## config.mk

```make
export PLATFORM = sky130hd
export DESIGN_NAME = fraction_reduce_gcd
export DESIGN_NICKNAME = d
export VERILOG_FILES = /design/src/hw/rtl/frgcd_pkg.sv /design/src/hw/rtl/frgcd_div.sv /design/src/hw/rtl/fraction_reduce_gcd.sv
export SDC_FILE = /design/constraint.sdc
export NUM_CORES = 1
export LEC_CHECK = 0
export BUFFER_PORTS_ARGS = -buffer_cell sky130_fd_sc_hd__buf_4
export CORE_MARGIN = 5
export CORE_UTILIZATION = 52
export CTS_CLUSTER_DIAMETER = 80
export DETAILED_ROUTE_END_ITERATION = 8
export PLACE_DENSITY_LB_ADDON = 0.25
export SKIP_LAST_GASP = 1
export SLEW_MARGIN = 10
export SYNTH_ARGS = -nofsm -noshare
export SYNTH_HDL_FRONTEND = slang
export SYNTH_HIERARCHICAL = 1
export SYNTH_SLANG_ARGS = --single-unit
```

## constraint.sdc

```tcl
create_clock -name i_clk -period 8.35 [get_ports i_clk]
set_clock_uncertainty 0.15 [all_clocks]
set_input_delay 2.505 -clock i_clk [delete_from_list [all_inputs] [get_ports i_clk]]
set_output_delay 2.505 -clock i_clk [all_outputs]
set_load 0.01 [all_outputs]
```

## src/hw/rtl/frgcd_pkg.sv

```systemverilog
// ----------------------------------------------------------------------------
// frgcd_pkg
// Shared widths and types for the fraction reducer and its serial divider.
// ----------------------------------------------------------------------------
package frgcd_pkg;

    localparam int W_IN  = 32;           // signed input / output denominator width
    localparam int W_MAG = 31;           // magnitude width after saturation
    localparam int W_CNT = $clog2(W_MAG); // divider step counter width

    // divider status seen by the controller
    typedef struct packed {
        logic busy;
        logic done;
    } t_div_stat;

endpackage

```

## src/hw/rtl/frgcd_div.sv

```systemverilog
// ----------------------------------------------------------------------------
// frgcd_div
// Restoring divider, one quotient bit per cycle, gives quotient and remainder.
// ----------------------------------------------------------------------------
module frgcd_div (
    input  logic                         i_clk,
    input  logic                         i_rst_n,
    input  logic                         i_start,
    input  logic [frgcd_pkg::W_MAG-1:0]  i_dividend,
    input  logic [frgcd_pkg::W_MAG-1:0]  i_divisor,
    output frgcd_pkg::t_div_stat         o_stat,
    output logic [frgcd_pkg::W_MAG-1:0]  o_quot,
    output logic [frgcd_pkg::W_MAG-1:0]  o_rem
);
    import frgcd_pkg::*;

    logic             r_busy;
    logic             r_done;
    logic [W_CNT-1:0] r_cnt;
    logic [W_MAG-1:0] r_rem;
    logic [W_MAG-1:0] r_quo;
    logic [W_MAG-1:0] r_div;

    logic [W_MAG:0]   partial;
    logic [W_MAG+1:0] diff;
    logic             fits;

    // shift the next dividend bit into the partial remainder and trial subtract
    assign partial = {r_rem, r_quo[W_MAG-1]};
    assign diff    = {1'b0, partial} - {2'b00, r_div};
    assign fits    = ~diff[W_MAG+1];

    always_ff @(posedge i_clk) begin
        if (!i_rst_n) begin
            r_busy <= 1'b0;
            r_done <= 1'b0;
            r_cnt  <= '0;
        end else begin
            r_done <= 1'b0;
            if (!r_busy) begin
                if (i_start) begin
                    r_busy <= 1'b1;
                    r_cnt  <= W_CNT'(W_MAG - 1);
                end
            end else begin
                r_cnt <= r_cnt - 1'b1;
                if (r_cnt == '0) begin
                    r_busy <= 1'b0;
                    r_done <= 1'b1;
                end
            end
        end
    end

    always_ff @(posedge i_clk) begin
        if (!r_busy && i_start) begin
            r_rem <= '0;
            r_quo <= i_dividend;
            r_div <= i_divisor;
        end else if (r_busy) begin
            r_rem <= fits ? diff[W_MAG-1:0] : partial[W_MAG-1:0];
            r_quo <= {r_quo[W_MAG-2:0], fits};
        end
    end

    assign o_stat.busy = r_busy;
    assign o_stat.done = r_done;
    assign o_quot      = r_quo;
    assign o_rem       = r_rem;

    a_start_idle: assert property (@(posedge i_clk) disable iff (!i_rst_n)
        i_start |-> !r_busy)
        else $error("divider started while busy");
    a_done_after_busy: assert property (@(posedge i_clk) disable iff (!i_rst_n)
        r_done |-> $past(r_busy))
        else $error("divider done without running");
    a_rem_below_div: assert property (@(posedge i_clk) disable iff (!i_rst_n)
        r_done |-> (r_rem < r_div))
        else $error("remainder not below divisor");

endmodule

```

## src/hw/rtl/fraction_reduce_gcd.sv

```systemverilog
// ----------------------------------------------------------------------------
// fraction_reduce_gcd
// Reduces a signed fraction to lowest terms by Euclid's remainder loop.
// ----------------------------------------------------------------------------
// a zero numerator is answered in the cycle after it is accepted; otherwise the result
//   follows k Euclid remainder steps (at most 45), each a pass through the shared
//   bit-serial divider, and then the two final divisions
// throughput: one beat at a time, next start accepted the cycle o_valid rises
// reset: synchronous active low, returns to idle, pending work is dropped
// the result strobe lasts one cycle and cannot be held off
module fraction_reduce_gcd (
    input  logic                              i_clk,
    input  logic                              i_rst_n,
    input  logic                              start,
    output logic                              busy,
    input  logic signed [frgcd_pkg::W_IN-1:0] i_numer_in,
    input  logic signed [frgcd_pkg::W_IN-1:0] i_denom_in,
    output logic                              o_valid,
    output logic        [frgcd_pkg::W_MAG-1:0] o_numer_out,
    output logic signed [frgcd_pkg::W_IN-1:0] o_denom_out
);
    import frgcd_pkg::*;

    typedef enum logic [2:0] {
        S_IDLE,
        S_GCD,
        S_GCD_WAIT,
        S_QN_WAIT,
        S_QD_WAIT
    } t_state;

    t_state           r_state;
    logic             r_valid;
    logic [W_MAG-1:0] r_numer_out;
    logic [W_IN-1:0]  r_denom_out;
    logic [W_MAG-1:0] r_n_mag;
    logic [W_MAG-1:0] r_d_mag;
    logic             r_d_neg;
    logic [W_MAG-1:0] r_a;
    logic [W_MAG-1:0] r_b;
    logic [W_MAG-1:0] r_g;
    logic [W_MAG-1:0] r_qn;

    logic [W_IN-1:0]  sat_n;
    logic [W_IN-1:0]  sat_d;
    logic [W_IN-1:0]  abs_n;
    logic [W_IN-1:0]  abs_d;
    logic             n_neg;
    logic             d_neg;
    logic [W_IN-1:0]  neg_qd;

    logic             div_start;
    logic [W_MAG-1:0] div_dividend;
    logic [W_MAG-1:0] div_divisor;
    t_div_stat        div_stat;
    logic [W_MAG-1:0] div_quot;
    logic [W_MAG-1:0] div_rem;

    // most negative value saturates one step up
    assign sat_n = (i_numer_in == {1'b1, {(W_IN-1){1'b0}}}) ?
                   {1'b1, {(W_IN-2){1'b0}}, 1'b1} : i_numer_in;
    assign sat_d = (i_denom_in == {1'b1, {(W_IN-1){1'b0}}}) ?
                   {1'b1, {(W_IN-2){1'b0}}, 1'b1} : i_denom_in;
    assign n_neg = sat_n[W_IN-1];
    assign abs_n = n_neg ? (~sat_n + 1'b1) : sat_n;
    assign abs_d = sat_d[W_IN-1] ? (~sat_d + 1'b1) : sat_d;
    // sign flip of the numerator moves onto the denominator
    assign d_neg = (sat_d != '0) && (sat_d[W_IN-1] ^ n_neg);
    assign neg_qd = ~{1'b0, div_quot} + 1'b1;

    always_comb begin
        div_start    = 1'b0;
        div_dividend = r_a;
        div_divisor  = r_b;
        unique case (r_state)
            S_GCD: begin
                if (r_b == '0) begin
                    div_start    = 1'b1;
                    div_dividend = r_n_mag;
                    div_divisor  = r_a;
                end else begin
                    div_start = 1'b1;
                end
            end
            S_QN_WAIT: begin
                div_start    = div_stat.done;
                div_dividend = r_d_mag;
                div_divisor  = r_g;
            end
            default: begin
                div_start = 1'b0;
            end
        endcase
    end

    frgcd_div u_div (
        .i_clk      (i_clk),
        .i_rst_n    (i_rst_n),
        .i_start    (div_start),
        .i_dividend (div_dividend),
        .i_divisor  (div_divisor),
        .o_stat     (div_stat),
        .o_quot     (div_quot),
        .o_rem      (div_rem)
    );

    always_ff @(posedge i_clk) begin
        if (!i_rst_n) begin
            r_state <= S_IDLE;
            r_valid <= 1'b0;
        end else begin
            r_valid <= 1'b0;
            unique case (r_state)
                S_IDLE: begin
                    if (start) begin
                        r_n_mag <= abs_n[W_MAG-1:0];
                        r_d_mag <= abs_d[W_MAG-1:0];
                        r_d_neg <= d_neg;
                        r_a     <= abs_n[W_MAG-1:0];
                        r_b     <= abs_d[W_MAG-1:0];
                        if (sat_n == '0) begin
                            // zero numerator always reads 0/1
                            r_valid     <= 1'b1;
                            r_numer_out <= '0;
                            r_denom_out <= W_IN'(1);
                        end else begin
                            r_state <= S_GCD;
                        end
                    end
                end
                S_GCD: begin
                    if (r_b == '0) begin
                        r_g     <= r_a;
                        r_state <= S_QN_WAIT;
                    end else begin
                        r_state <= S_GCD_WAIT;
                    end
                end
                S_GCD_WAIT: begin
                    if (div_stat.done) begin
                        r_a     <= r_b;
                        r_b     <= div_rem;
                        r_state <= S_GCD;
                    end
                end
                S_QN_WAIT: begin
                    if (div_stat.done) begin
                        r_qn    <= div_quot;
                        r_state <= S_QD_WAIT;
                    end
                end
                S_QD_WAIT: begin
                    if (div_stat.done) begin
                        r_valid     <= 1'b1;
                        r_numer_out <= r_qn;
                        r_denom_out <= r_d_neg ? neg_qd : {1'b0, div_quot};
                        r_state     <= S_IDLE;
                    end
                end
                default: begin
                    r_state <= S_IDLE;
                end
            endcase
        end
    end

    assign busy        = (r_state != S_IDLE);
    assign o_valid     = r_valid;
    assign o_numer_out = r_numer_out;
    assign o_denom_out = r_denom_out;

    a_valid_after_work: assert property (@(posedge i_clk) disable iff (!i_rst_n)
        o_valid |-> !busy)
        else $error("result beat while still busy");
    a_zero_numer: assert property (@(posedge i_clk) disable iff (!i_rst_n)
        (o_valid && o_numer_out == '0) |-> (o_denom_out == W_IN'(1)))
        else $error("zero numerator not reported as 0/1");
    a_gcd_nonzero: assert property (@(posedge i_clk) disable iff (!i_rst_n)
        (r_state == S_QN_WAIT) |-> (r_g != '0))
        else $error("zero divisor used for reduction");
    a_wait_div_busy: assert property (@(posedge i_clk) disable iff (!i_rst_n)
        (r_state == S_GCD_WAIT && !div_stat.done) |-> div_stat.busy)
        else $error("waiting on an idle divider");

endmodule
```

==> metrics.md, run 1 <==
| Metric | Value |
|---|---|
| Outcome | `completed` |
| Pin slew with the least headroom to its limit | `1220 ps` |
| Clock Path Buffers | `3` |
| Worst-path maximum fanout | `11` |
| Number of max-cap violations | `0` |
| Antenna Nets Post-Route | `0` |
| Power density over the cells | `223 nW/um^2` |
| # fillers | `2,778` |
| Global-route wire length before repair | `77,000 um` |
| Reg2reg end | `u_div/o_rem[23]` |
| Routed WL | `51,200 um` |
| Max Clock Freq | `172 MHz` |
| DRT met1 WL | `20,900 um` |
| Layout Nets | `1,829` |
| HPWL Detailed | `37,300 um` |
| Setup TNS | `0 ps` |
| Combinational Power Share | `0.163` |
| Highest Signal Layer | `met5` |
| Core ar. | `34,700 um^2` |
| FF-to-FF path depth | `11` |
| Die W | `198 um` |
| Tcrit/Tclk final | `0.697` |
| Min cycle time layout | `5820 ps` |
| DR WL met3 | `3930 um` |
| Worst setup SP type | `input port` |
| Post_cts resized | `0` |
| Clock share of power | `0.353` |
| Slowest CP cell | `or4b_2` |
| Clock latency at the later pin of the worst-skew pair | `530 ps` |
| Hold path depth | `0` |
| Final hold violations | `0` |
| CTS root buf | `clkbuf_16` |
| Crit Path Class | `in -> reg` |
| Initial DRC count | `1,445` |
| DR WL met2 | `24,300 um` |
| Int Pwr | `3370 uW` |
| Worst setup margin | `2530 ps` |
| Setup WS pre-CTS | `2090 ps` |
| Worst path arrival time | `5890 ps` |
| Finish-stage setup viols | `0` |
| Hold Path Sink | `r_g[12]` |
| Critical path capture point type | `flop` |
| Hold Crit Class | `reg -> reg` |
| Last weighted congestion value of the routability-driven placer | `0.949` |
| Worst-path clk slew | `60 ps` |
| Worst reg2reg startpoint | `u_div/o_quot[30]` |
| Vias in the first global route | `12,900` |
| GR Util All Layers | `0.254` |
| I/O Buffers | `131` |
| Max-slew violations | `0` |
| Clock sink count | `354` |
| Switching Share | `0.279` |
| CTS tree | `done` |
| Reg2Reg Setup Slack | `4840 ps` |
| Syn_area_per_cell | `11.2 um^2` |
| Drc violations | `0` |
| Die area | `39,200 um^2` |
| Post-CTS Hold Buffers | `0` |
| Via/cell ratio | `6.26` |
| I/O Pins | `132` |
| Sequential share of power | `0.484` |
| Die Span Y | `198 um` |
| Placement Rows | `68` |
| Mapped Area | `18,400 um^2` |
| CP cell instances | `buf_4 > or4_1 > nand3b_1 > nor3_1 > nor2_1 > ha_1 > or4b_2 > or3_1 > o41ai_1 > mux2i_1` |
| Cells after Synth | `1,640` |
| Initial antenna violation count | `3` |
| DRT Pass-1 Iters | `5` |
| Grt ovf | `0` |
| Pleak | `0.00761 uW` |
| Total CTS buffers | `38` |
| RSZ-0062 raised after global routing | `false` |
| Post-CTS Setup Repair Bufs | `0` |
| Synth Warn # | `6` |
| DR vias | `13,800` |
| Req. time, crit path | `8430 ps` |
| Drt wl/cell | `23.2 um` |
| Syn nets | `1,744` |
| Layout cells sized above 1 | `0.184` |
| DP Cell Count | `2,140` |
| CTS H-tree depth | `2` |
| Max incr delay on CP | `670 ps` |
| Switch Pwr | `1300 uW` |
| Peak VDD IR | `164 uV` |
| Hold Startpoint | `r_a[12]` |
| N_diodes | `0` |
| Largest net degree at the start of global routing | `71` |
| Initial Util | `0.529` |
| Max-slew headroom at the worst pin | `0.185` |
| Area delta synth->final | `13.7%` |
| Cell Count, Final, Fillers Out | `2,208` |
cells in the final DEF (no fill, tap or decap), types with 41 or more instances in the layout:
master,instances
inv_1,57
a22oi_1,61
mux2_2,73
dfxtp_1,42
a21oi_1,44
nand2_1,215
nor2_1,103
xor2_1,45
nand3_1,52
and3_1,41
edfxtp_1,312
buf_4,146
xnor2_1,55
sequential cells by signal (all words and copies together), names as in the netlist, 31 cells and up:
register / flops
o_denom_out: 32
r_g: 31
u_div/o_quot: 31
o_numer_out: 31
r_a: 31
r_b: 31
r_d_mag: 31
u_div/r_div: 31
u_div/o_rem: 31
r_n_mag: 31
r_qn: 31
power groups by stage:
stage / Combinational (uW) / Clock [uW] / Sequential [uW]
after global routing: 824 / 1730 / 2270
after detailed placement: 749 / 0 / 2290
after global placement: 730 / 0 / 2290
final: 760 / 1650 / 2260
after floorplan: 529 / 0 / 2240
after CTS: 753 / 1660 / 2260
how the worst max path moves through the flow:
stage	from	endpoint	slack [ps]
4_1_cts	i_denom_in[9]	r_d_neg	2610
5_1_grt	i_denom_in[9]	r_d_neg	2340
2_1_floorplan	i_rst_n	o_denom_out[0]	650
3_5_place_dp	i_numer_in[31]	o_denom_out[4]	2090
3_3_place_gp	i_denom_in[9]	r_d_neg	2170
6_report	i_denom_in[9]	r_d_neg	2530
critical path, delay by kind of cell:
kind	cells	cell delay (ps)
adder cells (fa/ha/maj)	1	220
AND/OR/NAND/NOR	6	2220
AO/OA/AOI/OAI	1	600
multiplexers	1	180
buffers and inverters	1	140
layout make-up:
type / instances / area, um^2 / area share
repair buffers: 146 / 1100 / 0.0525
multi-input cells: 1128 / 7590 / 0.363
flip-flops and latches: 354 / 10200 / 0.489
clock inverters: 22 / 210 / 0.0101
clock buffers: 46 / 1000 / 0.0480
well taps: 455 / 569 / 0.0272
inverters: 57 / 214 / 0.0102
stage by stage:
step	utilization	cell area, um^2	power, uW	hold slack (ps)
after global placement	0.567	19700	3020	306
after global routing	0.602	20900	4830	332
after CTS	0.602	20900	4670	314
after floorplan	-	18400	2770	301
final	0.602	20900	4660	324
after detailed placement	0.567	19700	3040	314
routing by layer:
layer | vias to the layer above | GRT usage
met1 | 6724 | 0.348
met2 | 658 | 0.417
met5 | - | 0
met3 | 104 | 0.0332
li1 | 6345 | -
met4 | 2 | 0.0944
(Power assumes the default switching activity.)
==> run 2: changes to the inputs <==
ABC_AREA = 1   (was unset)
clock period = 5.7 ns   (was 8.35 ns; I/O delays follow)
==> metrics.md, run 2 <==
| Metric | Value |
|---|---|
| Crit Path Class | `in -> reg` |
| Vias in the first global route | `15,500 (+20%)` |
| Tcrit/Tclk final | `0.668` |
| Commonest cells after routing, fill and taps aside | `nand2_1, inv_1, edfxtp_1` |
| Max incr delay on CP | `350 ps (-320 ps)` |
| Last weighted congestion value of the routability-driven placer | `0.981 (+3.3%)` |
| Min cycle time layout | `3810 ps` |
| Initial DRC count | `1,654 (+14%)` |
| Largest net degree at the start of global routing | `64 (-9.9%)` |
| Cells after Synth | `2,450 (+49%)` |
| Total CTS buffers | `39 (+2.6%)` |
| Sum of buffers and inverters on the critical path | `3 (+2)` |
| Req. time, crit path | `5760 ps (-2670 ps)` |
| Max FFs per register | `32 (unchanged)` |
| Worst-path maximum fanout | `63 (+52)` |
| Drt wl/cell | `18.3 um (-21%)` |
| Routed WL | `57,000 um (+11%)` |
| Post-CTS Setup Repair Bufs | `0 (unchanged)` |
| Syn_area_per_cell | `8.16 um^2 (-27%)` |
| Worst-path clk slew | `60 ps (about the same)` |
| Initial antenna violation count | `0 (-3)` |
| Die area | `42,500 um^2 (+8.3%)` |
| Post_cts resized | `0 (unchanged)` |
| Max-slew violations | `0 (unchanged)` |
| Setup TNS | `0 ps (unchanged)` |
| Finish-stage setup viols | `0 (unchanged)` |
| Hold Slack | `316 ps (-7.75 ps)` |
| Clock sink count | `354 (unchanged)` |
| Power density over the cells | `354 nW/um^2 (+58%)` |
| Initial Util | `0.528 (-0.00115)` |
| Clock Path Buffers | `3 (unchanged)` |
| Number of max-cap violations | `0 (unchanged)` |
| Pin slew with the least headroom to its limit | `1120 ps (-105 ps)` |
| Worst setup SP type | `input port` |
| Peak VDD IR | `269 uV (+64%)` |
| Layout Nets | `2,670 (+46%)` |
| RSZ-0062 raised after global routing | `false` |
| Layout cells sized above 1 | `0.111 (-0.0731)` |
| Pleak | `0.0104 uW (+37%)` |
| Die Span Y | `206 um (+4.1%)` |
| Area delta synth->final | `13.4%` |
| Worst path arrival time | `3870 ps (-2020 ps)` |
| CTS H-tree depth | `2 (unchanged)` |
| Syn nets | `2,554 (+46%)` |
| Largest delay share family, worst path | `simple AND/OR/NAND/NOR gates` |
| Final hold violations | `0 (unchanged)` |
| Placement Rows | `71 (+4.4%)` |
| Antenna Nets Post-Route | `0 (unchanged)` |
| DRT Pass-1 Iters | `5 (unchanged)` |
| CP most frequent cell | `nor2_1` |
| Grt ovf | `0 (unchanged)` |
| Hold Crit Class | `reg -> reg` |
| Die W | `206 um (+4.1%)` |
| DR vias | `16,600 (+20%)` |
| N_diodes | `0 (unchanged)` |
| Mapped Area | `20,000 um^2 (+8.8%)` |
| Synth Warn # | `6 (unchanged)` |
| Via/cell ratio | `5.33 (-15%)` |
| Total power | `8020 uW (+72%)` |
| Max-slew headroom at the worst pin | `0.256 (+0.0708)` |
| Critical path capture point type | `flop` |
| Outcome | `completed` |
| I/O Buffers | `131 (unchanged)` |
| HPWL Detailed | `42,600 um (+14%)` |
| Max Clock Freq | `262 MHz` |
| Core ar. | `37,800 um^2 (+9.0%)` |
| Slowest CP cell | `nand4_1` |
| Clock latency at the later pin of the worst-skew pair | `560 ps (+30 ps)` |
| CTS tree | `done` |
| GR Util All Layers | `0.267 (+0.0134)` |
| # fillers | `3,357 (+21%)` |
| Post-CTS Hold Buffers | `0 (unchanged)` |
| Drc violations | `0 (unchanged)` |
| Most common cell after layout, fill and taps aside | `nand2_1` |
| I/O Pins | `132 (unchanged)` |
| CP cell instances | `buf_4 > inv_1 > nand3_1 > nor2_1 > nand2_1 > nor2_1 > nor2_1 > ha_1 > nand3_2 > nor2_1 > nand4_1 > a211oi_4 > buf_12` |
| Global-route wire length before repair | `87,700 um (+14%)` |
| CTS root buf | `clkbuf_16` |
[run 2: worst paths after layout]
path / slack (ps) / endpoint / startpoint / depth (start not counted)
hold reg to reg: 320 / r_g[16] / r_a[16] / 0
setup / recovery: 1890 / o_denom_out[4] / i_numer_in[20] / 13
hold / removal: 320 / r_g[16] / r_a[16] / 0
setup reg to reg: 1910 / u_div/o_quot[7] / r_b[4] / 9
[run 2: through the flow]
| stage | cells | cell area [um^2] | setup slack [ps] | utilization |
|---|---|---|---|---|
| after global placement | 3036 | 21400 | 1400 | 0.566 |
| after global routing | 3107 | 22700 | 1710 | 0.599 |
| after floorplan | 2450 | 20000 | 534 | - |
| after detailed placement | 3036 | 21400 | 1380 | 0.566 |
| final | 3107 | 22700 | 1890 | 0.599 |
| after CTS | 3107 | 22700 | 1960 | 0.599 |
[run 2: per-layer routing]
metal | vias to the layer above | global-route usage | share of wire
met4 | 0 | 0.0877 | 0.034
met3 | 102 | 0.0560 | 0.084
met5 | - | 0 | 0
met2 | 649 | 0.422 | 0.46
li1 | 8114 | - | -
met1 | 7710 | 0.371 | 0.42
[run 2: where the power goes]
group	leakage, uW	switching (uW)	total (uW)	internal (uW)
logic	0.00659	1300	1880	581
registers	0.00322	323	3680	3360
clock network	0.000604	1020	2460	1430
total	0.0104	2640	8020	5370
[run 2: cell type report]
type	count	area [um^2]	share of cell area
clock buffers	54	1080	0.0478
clock inverters	17	166	0.00734
inverters	406	1530	0.0674
multi-input cells	1613	7880	0.348
flip-flops and latches	354	10200	0.451
well taps	511	639	0.0282
repair buffers	152	1150	0.0509
[run 2: worst register-to-register path, stage by stage, from the launching register on]
cell      delay (ps)
edfxtp_1         430
nor2_1           130
nand2_1           90
nor2_1           240
nand4_1          210
nand3b_1         810
buf_4            600
o211ai_1         790
nand2_1          130
nand2_1           80
==> run 3: changes to the inputs <==
clock period = 3.3 ns   (was 5.7 ns; I/O delays follow)
==> metrics.md, run 3 (synthesis gave the netlist of run 2 again) <==
| Metric | Value |
|---|---|
| Peak VDD IR | `367 uV (+36%)` |
| Last weighted congestion value of the routability-driven placer | `0.966 (-1.5%)` |
| Post_cts resized | `0 (unchanged)` |
| Worst-path maximum fanout | `82 (+30%)` |
| Drt wl/cell | `18.0 um (-2.1%)` |
| N_diodes | `0 (unchanged)` |
| Max Clock Freq | `352 MHz` |
| Antenna Nets Post-Route | `0 (unchanged)` |
| Max-slew headroom at the worst pin | `0.501 (+0.245)` |
| CTS H-tree depth | `2 (unchanged)` |
| Placement Rows | `71 (unchanged)` |
| Final hold violations | `0 (unchanged)` |
| Global-route wire length before repair | `89,000 um (+1.5%)` |
| DRT Pass-1 Iters | `7 (+2)` |
| Routed WL | `57,200 um (+0.31%)` |
| Most common cell after layout, fill and taps aside | `nand2_1` |
| Number of max-cap violations | `0 (unchanged)` |
| Min cycle time layout | `2840 ps` |
| Critical Path End | `u_div/o_quot[2]` |
| Initial DRC count | `1,779 (+7.6%)` |
| Final Cell Area | `23,300 um^2 (+2.8%)` |
| Commonest cells after routing, fill and taps aside | `nand2_1, inv_1, edfxtp_1` |
| # fillers | `3,335 (-0.66%)` |
| Die Span Y | `206 um (unchanged)` |
| Critical path capture point type | `flop` |
| Outcome | `completed` |
| Crit Path Class | `reg -> reg` |
| Die area | `42,500 um^2 (unchanged)` |
| Tcrit/Tclk final | `0.861` |
| CTS root buf | `clkbuf_16` |
| DR WL met2 | `26,000 um (-0.38%)` |
| Initial antenna violation count | `0 (unchanged)` |
| HPWL Detailed | `43,300 um (+1.6%)` |
| Pin slew with the least headroom to its limit | `740 ps (-376 ps)` |
| CTS tree | `done` |
| Clock Path Buffers | `3 (unchanged)` |
| RSZ-0062 raised after global routing | `false` |
| Layout cells sized above 1 | `0.137 (+0.0267)` |
| Setup crit start | `r_b[19]` |
| Critical path depth | `9 (-4)` |
| Post-CTS Hold Buffers | `0 (unchanged)` |
| Max-slew violations | `0 (unchanged)` |
| Max incr delay on CP | `580 ps (+230 ps)` |
| Largest delay share family, worst path | `simple AND/OR/NAND/NOR gates` |
| Worst-path clk slew | `60 ps (about the same)` |
| DR WL met3 | `4120 um (-14%)` |
| Power density over the cells | `597 nW/um^2 (+69%)` |
| I/O Buffers | `131 (unchanged)` |
| Die W | `206 um (unchanged)` |
| Sum of buffers and inverters on the critical path | `2 (-1)` |
| Initial Util | `0.528 (unchanged)` |
| Highest Signal Layer | `met4` |
| Hold Slack | `328 ps (+11.6 ps)` |
| Area after DPL | `22,100 um^2 (+3.2%)` |
| Worst reg2reg startpoint | `r_b[19]` |
| Drc violations | `0 (unchanged)` |
| Area delta synth->final | `16.6%` |
| Finish-stage setup viols | `0 (unchanged)` |
| Grt ovf | `0 (unchanged)` |
| Max FFs per register | `32 (unchanged)` |
| I/O Pins | `132 (unchanged)` |
| Layout Nets | `2,747 (+2.9%)` |
| Hold Crit Class | `reg -> reg` |
| CP cell instances | `inv_1 > nand4_1 > nor2_1 > nand4_1 > nand3b_1 > buf_12 > o211ai_1 > nand2_1 > nand2_1` |
| Clock sink count | `354 (unchanged)` |
| Reg2Reg Setup Slack | `460 ps (-1450 ps)` |
| Core ar. | `37,800 um^2 (unchanged)` |
| Worst path arrival time | `3090 ps (-780 ps)` |
| Via/cell ratio | `5.33 (about the same)` |
| DR vias | `17,000 (+2.4%)` |
| Req. time, crit path | `3550 ps (-2210 ps)` |
| FF-to-FF path depth | `9 (unchanged)` |
| Reg2reg end | `u_div/o_quot[2]` |
| Pleak | `0.0108 uW (+3.7%)` |
| Post-CTS Setup Repair Bufs | `0 (unchanged)` |
| Vias in the first global route | `16,100 (+3.7%)` |
| Largest net degree at the start of global routing | `83 (+30%)` |
| Setup TNS | `0 ps (unchanged)` |
| Slowest CP cell | `o211ai_1` |
| Total CTS buffers | `38 (-2.6%)` |
| DRT met1 WL | `24,600 um (+1.6%)` |
| Clock latency at the later pin of the worst-skew pair | `540 ps (-20 ps)` |
| Worst setup SP type | `flop` |
| GR Util All Layers | `0.269 (+0.00165)` |
[run 3: stage by stage]
stage | setup WS, ps | util | std cells | total power, uW
after floorplan | -992 | - | 2450 | 8390
after global routing | 272 | 0.616 | 3184 | 14600
final | 460 | 0.616 | 3184 | 13900
after detailed placement | -77.9 | 0.584 | 3114 | 9780
after global placement | -29.8 | 0.584 | 3114 | 9710
after CTS | 444 | 0.616 | 3184 | 13900
[run 3: worst min path at each step]
stage,startpoint,to,slack (ps),cells past startpoint
floorplan,u_div/r_cnt[4],u_div/r_cnt[4],280,1
global placement,u_div/r_cnt[4],u_div/r_cnt[4],300,1
detailed placement,u_div/r_cnt[4],u_div/r_cnt[4],310,1
CTS,u_div/r_cnt[4],u_div/r_cnt[4],320,1
global route,r_a[30],r_g[30],340,0
finish,u_div/r_cnt[4],u_div/r_cnt[4],330,1
[run 3: routing by layer]
layer  track usage  vias to the layer above
met5             0                        -
met4         0.103                        0
met3        0.0389                      118
li1              -                     8268
met2         0.427                      663
met1         0.377                     7932
[run 3: cell type report]
cell class	instances	area (um^2)	share of cell area
Sequential cell	354	10200	0.438
Tap cell	511	639	0.0274
Inverter	406	1530	0.0655
Multi-Input combinational cell	1613	7890	0.339
Clock buffer	51	1030	0.0442
Clock inverter	19	176	0.00757
Timing Repair Buffer	230	1830	0.0784
[run 3: power by group]
group | total (uW) | leakage (uW) | internal (uW) | switching [uW]
registers | 6320 | 0.00322 | 5800 | 524
logic | 3440 | 0.00699 | 1120 | 2320
clock network | 4140 | 0.000584 | 2380 | 1760
total | 13900 | 0.0108 | 9300 | 4600
